File: src/rtl/tepq_pkg.sv
// shared types, constants and codes of the timed event priority queue
package tepq_pkg;

    localparam int NUM_EVENT_TYPES = 16;
    localparam int ID_W = 4;
    localparam int CNT_W = $clog2(NUM_EVENT_TYPES + 1);
    localparam int TIME_W = 64;
    localparam int DELAY_W = 32;
    localparam int MODE_W = 2;
    localparam int COND_W = 2;
    localparam int DATA_W = 32;
    localparam int ADDR_W = 3;

    localparam logic [MODE_W-1:0] MODE_ADD = 2'd0;
    localparam logic [MODE_W-1:0] MODE_REMOVE = 2'd1;
    localparam logic [MODE_W-1:0] MODE_POP = 2'd2;

    localparam logic [COND_W-1:0] COND_NONE = 2'd0;
    localparam logic [COND_W-1:0] COND_VBLANK = 2'd3;

    localparam logic REG_HBLANK = 1'b0;
    localparam logic REG_VBLANK = 1'b1;

    localparam logic [ID_W-1:0] HBLANK_RESET = 4'd0;
    localparam logic [ID_W-1:0] VBLANK_RESET = 4'd1;

    typedef struct packed {
        logic load;
        logic unlink;
        logic place;
    } cmd_t;

    typedef struct packed {
        logic out_valid;
        logic out_ready;
    } status_t;

endpackage

File: src/rtl/tepq_ctrl.sv
// sequencing state machine of the queue
module tepq_ctrl
(
    input  logic              clk,
    input  logic              rst_n,
    input  logic              in_valid,
    output logic              in_ready,
    input  tepq_pkg::status_t status,
    output tepq_pkg::cmd_t    cmd
);

    typedef enum logic [2:0] {
        ST_IDLE   = 3'b001,
        ST_UNLINK = 3'b010,
        ST_PLACE  = 3'b100
    } state_t;

    state_t state_reg;
    state_t state_next;

    always_comb
    begin
        state_next = state_reg;
        cmd = '0;
        in_ready = 1'b0;
        case (state_reg)
            ST_IDLE:
            begin
                in_ready = 1'b1;
                if (in_valid)
                begin
                    cmd.load = 1'b1;
                    state_next = ST_UNLINK;
                end
            end
            ST_UNLINK:
            begin
                cmd.unlink = 1'b1;
                state_next = ST_PLACE;
            end
            ST_PLACE:
            begin
                if (!status.out_valid || status.out_ready)
                begin
                    cmd.place = 1'b1;
                    state_next = ST_IDLE;
                end
            end
            default:
            begin
                state_next = ST_IDLE;
            end
        endcase
    end

    always_ff @(posedge clk or negedge rst_n)
    begin
        if (!rst_n)
        begin
            state_reg <= ST_IDLE;
        end
        else
        begin
            state_reg <= state_next;
        end
    end

endmodule

File: config.mk
export PLATFORM = sky130hd
export DESIGN_NAME = tepq_ctrl
export DESIGN_NICKNAME = d
export VERILOG_FILES = /design/src/rtl/tepq_pkg.sv /design/src/rtl/tepq_ctrl.sv
export SDC_FILE = /design/constraint.sdc
export NUM_CORES = 1
export LEC_CHECK = 0
export BUFFER_PORTS_ARGS = -buffer_cell sky130_fd_sc_hd__clkbuf_2
export CAP_MARGIN = 20
export CORE_AREA = 2 2 39 41
export DETAILED_ROUTE_END_ITERATION = 10
export DIE_AREA = 0 0 41 43
export GPL_TIMING_DRIVEN = 0
export PLACE_DENSITY = 0.33
export SETUP_SLACK_MARGIN = 0.3
export SYNTH_ARGS = -nofsm -noshare
export SYNTH_HDL_FRONTEND = slang
export SYNTH_SLANG_ARGS = --single-unit
export TNS_END_PERCENT = 20
File: constraint.sdc
create_clock -name clk -period 3.3 [get_ports clk]
set_clock_uncertainty 0.15 [all_clocks]
set_input_delay 0.495 -clock clk [delete_from_list [all_inputs] [get_ports clk]]
set_output_delay 0.495 -clock clk [all_outputs]
set_load 0.05 [all_outputs]
# --- Word level (Yosys, flattened, before mapping) ---
# Index checks and enable logic that the tools add are counted.
classes:
  n_addsub: 0
  multipliers: 0
  n_div: 0
  n_lt_le_gt_ge: 0
  n_eq_ne: 5
  n_shift: 0
  mux: 9
  bitwise_logic: 0
  reduce_logical: 3
ops:
  columns: ["operator", "n"]
  rows:
  - ["$pmux 3 s3", 1]
  - ["$mux 1", 6]
  - ["$mux 3", 2]
  - ["$ne 2x2->1 const B", 2]
  - ["$eq 3x1->1 const B", 1]
  - ["$eq 3x2->1 const B", 1]
  - ["$eq 3x3->1 const B", 1]
  - ["$reduce_and 2->1", 1]
  - ["$logic_not 1->1", 1]
  - ["$logic_or 1x1->1", 1]
totals:
  regBits: 3
  latchBits: 0
  ramBits: 0
  mem_bits_ro: 0
  output_inout_bits: 4
  mem_count: 0

# --- Longest topological paths before layout ---
logic_depth:
  depth_word: 4
  depth_mapped: 2

# --- Least setup slack after synthesis ---
# No wires, ideal clock.
synth_path:
  path_type: "input-to-output"
  startpoint: "input status[1] (netlist name)"
  endpoint: "output cmd[0] (netlist name)"
  arrival_time_ns: 2.220
  required_ns: 2.655
  setup_slack_ns: 0.435
  path_stages: 2
  path_cell_list: "nor2b_1 -> nor4b_1"
synth_rtl:
  columns: ["item", "line_no", "source"]
  rows:
  - ["start, declared", "tepq_ctrl.sv:8", "input tepq_pkg::status_t status,"]
  - ["end, declared", "tepq_ctrl.sv:9", "output tepq_pkg::cmd_t cmd"]

==> flow_summary.toml <==
[timing]
maxSlewViolCount = 0
slew_headroom_pct = 79.57
period_share_pct = 61.56
hold-worst-slack_ns = 0.4077
worst_pin_slew_ns = 0.3057
setup_slack_ns = 1.268
fin_crit_ns = 2.032
tns_ns = 0
finalSetupViolCount = 0
hold_viol = 0
rsz0062_at_grt = "false"
max_freq_mhz = 492.2

[synth]
netlist_area_um2 = 181.4
synthArstFlopShare_pct = 100.0
syn-instance-count = 15
netlist_top_cells_count = "and4bb_1, dfrtp_1"
yosysSeqAreaShare_pct = 42.07
yosys.area.top_type = "dfrtp_1"
syn_avg_cell_area_um2 = 12.09
ys_top_cells_by_area = "dfrtp_1, dfstp_2, and4bb_1"
yosys.area.top_type_share_pct = 27.59
ys_seq_elements = 3
ys.flop_type = "dfrtp_1"
synth_cell_types = 13
ys.warnings.count = 0
synth_edf_count = 0
synth_fp_nets = 20

[pwr]
p_total_mw = 0.2657
clockPowerShare_pct = 24.1
internal-power_mw = 0.1443
comb_power_share_pct = 49.0
power_frac_seq_pct = 27.0
power.density_nw_per_um2 = 956.7
p_sw_share_pct = 45.72
p_switching_mw = 0.1215
p_leak_nw = 0.1341
ir_worst_vdd_mv = 0.2937

[run]
cap_violations = 0

[floorplan]
dieArea_um2 = 1763
coreArea_um2 = 1384
start_util_pct = 13.11
pin_count = 9
die_h_um = 43
fp-row-count = 14
die_w_um = 41

[layout]
layout.nets = 34
multiInputGateArea_um2 = 93.84
num-fill-cells = 155
num_antenna_cells = 0
final_area_um2 = 277.8
fin_util_pct = 20.07
area_growth_pct = 53.10
drive_gt1_share_pct = 57.14
regArea_um2 = 76.32
largest_reg_flops = 3
fin_cells = 44

[placement]
pre_cts_slack_ns = 1.381
place_inst = 39
placed_cell_area_um2 = 241.5
io_buffers = 8
gp_congestion = 0.5966

[critical_path]
cp_max_fo = 7
rrSetupSlack_ns = 2.16
end_kind = "primary output"
cp-startpoint = "state_reg[2]$_DFFE_PN0P_"
worstPathRequired_ns = 2.65
path_class = "flop to primary output"
r2r_cells = 2
arrival_ns = 1.39
rr_startpoint = "state_reg[2]$_DFFE_PN0P_"
start_kind = "flop"
r2r_end = "state_reg[0]$_DFFE_PN1P_"

[min_path]
whs_endpoint = "state_reg[0]$_DFFE_PN1P_"
min_path_type = "flop to flop"
hold_depth = 2
min_from = "state_reg[0]$_DFFE_PN1P_"

[routing]
ant_nets = 0
drt_wl_total_um = 414
drt_iter0_drc = 2
vias = 171
firstDrtPassIters = 2
vias_per_cell = 3.886
route.detailed.drc = 0
wl_per_cell_um = 9.409

[cts]
cts.path.max_buffers = 2
cts_setup_buffers = 0
cts.sinks = 3
tritoncts = "yes"
clk_pin_slew_ns = 0.04
cts_buffers = 3
clk_latency_ns = 0.23
h-tree-depth = 1
cts-root-buf = "clkbuf_4"

[global_route]
grt_antenna_before_repair = 0
grt_pass1_vias = 182
grt_overflow_total = 0
grt_max_degree = 8
grt_usage_pct = 7.143
grt_pass1_wl_um = 710

[outcome]
status = "complete, no violations"
layer usage:
metal / track usage, % / up-vias / part of all wire, %
li1: - / 84 / -
met4: 12.00 / 0 / 2.2
met3: 4.188 / 2 / 13
met1: 6.796 / 77 / 43
met2: 7.500 / 8 / 42
met5: 0 / - / 0
layout make-up:
| type | count | area share [%] |
|---|---|---|
| buffer | 1 | 2.703 |
| clock buffer | 4 | 9.459 |
| inverter | 1 | 1.351 |
| multi-input combinational | 10 | 33.78 |
| sequential | 3 | 27.48 |
| tap | 16 | 7.207 |
| timing repair buffer | 9 | 18.02 |
power by group through the flow:
stage               Clock [mW]  Sequential [mW]  Combinational [mW]
finish                  0.0639           0.0716               0.130
global route            0.0735           0.0756               0.138
CTS                     0.0690           0.0717               0.132
detailed placement           0           0.0722               0.131
global placement             0           0.0703               0.130
floorplan                    0           0.0668               0.107
cell families after synthesis:
logic type	Yosys count	share of synthesized area, %
AND/OR/NAND/NOR	8	40.69
buffers and inverters	2	6.206
AO/OA/AOI/OAI	2	11.03
flip-flops	3	42.07
placed cells by master, fill, tap and decap left out:
cell type / netlist / layout
dfrtp_1: 2 / 2
dfstp_2: 1 / 1
and2b_2: 1 / 1
dlygate4sd3_1: 0 / 1
inv_1: 1 / 1
nor2b_1: 1 / 1
o21a_1: 1 / 1
and4bb_1: 2 / 2
a211oi_2: 1 / 1
buf_4: 1 / 1
clkbuf_4: 0 / 3
nor3_1: 1 / 1
and4bb_2: 1 / 1
clkbuf_2: 0 / 8
clkbuf_1: 0 / 1
nor3b_1: 1 / 1
nor4b_1: 1 / 1
worst max-delay path, stage by stage, from the launching register on:
cell,delay (ns)
dfrtp_1,0.42
nor3b_1,0.31
buf_4,0.16
clkbuf_2,0.26
how the worst max path moves through the flow:
| stage | end | cells past startpoint |
|---|---|---|
| 2_1_floorplan | cmd[0] | 2 |
| 3_3_place_gp | cmd[0] | 4 |
| 6_report | cmd[1] | 3 |
| 5_1_grt | cmd[1] | 3 |
| 3_5_place_dp | cmd[0] | 4 |
| 4_1_cts | cmd[1] | 3 |
repair_timing:
item / CTS / global route
resized for setup: 0 / 0
setup endpoints to repair: 0 / 0
hold endpoints to repair: 2 / 0
hold buffers: 1 / 0
Note: power is estimated with default switching activity, not from simulation.
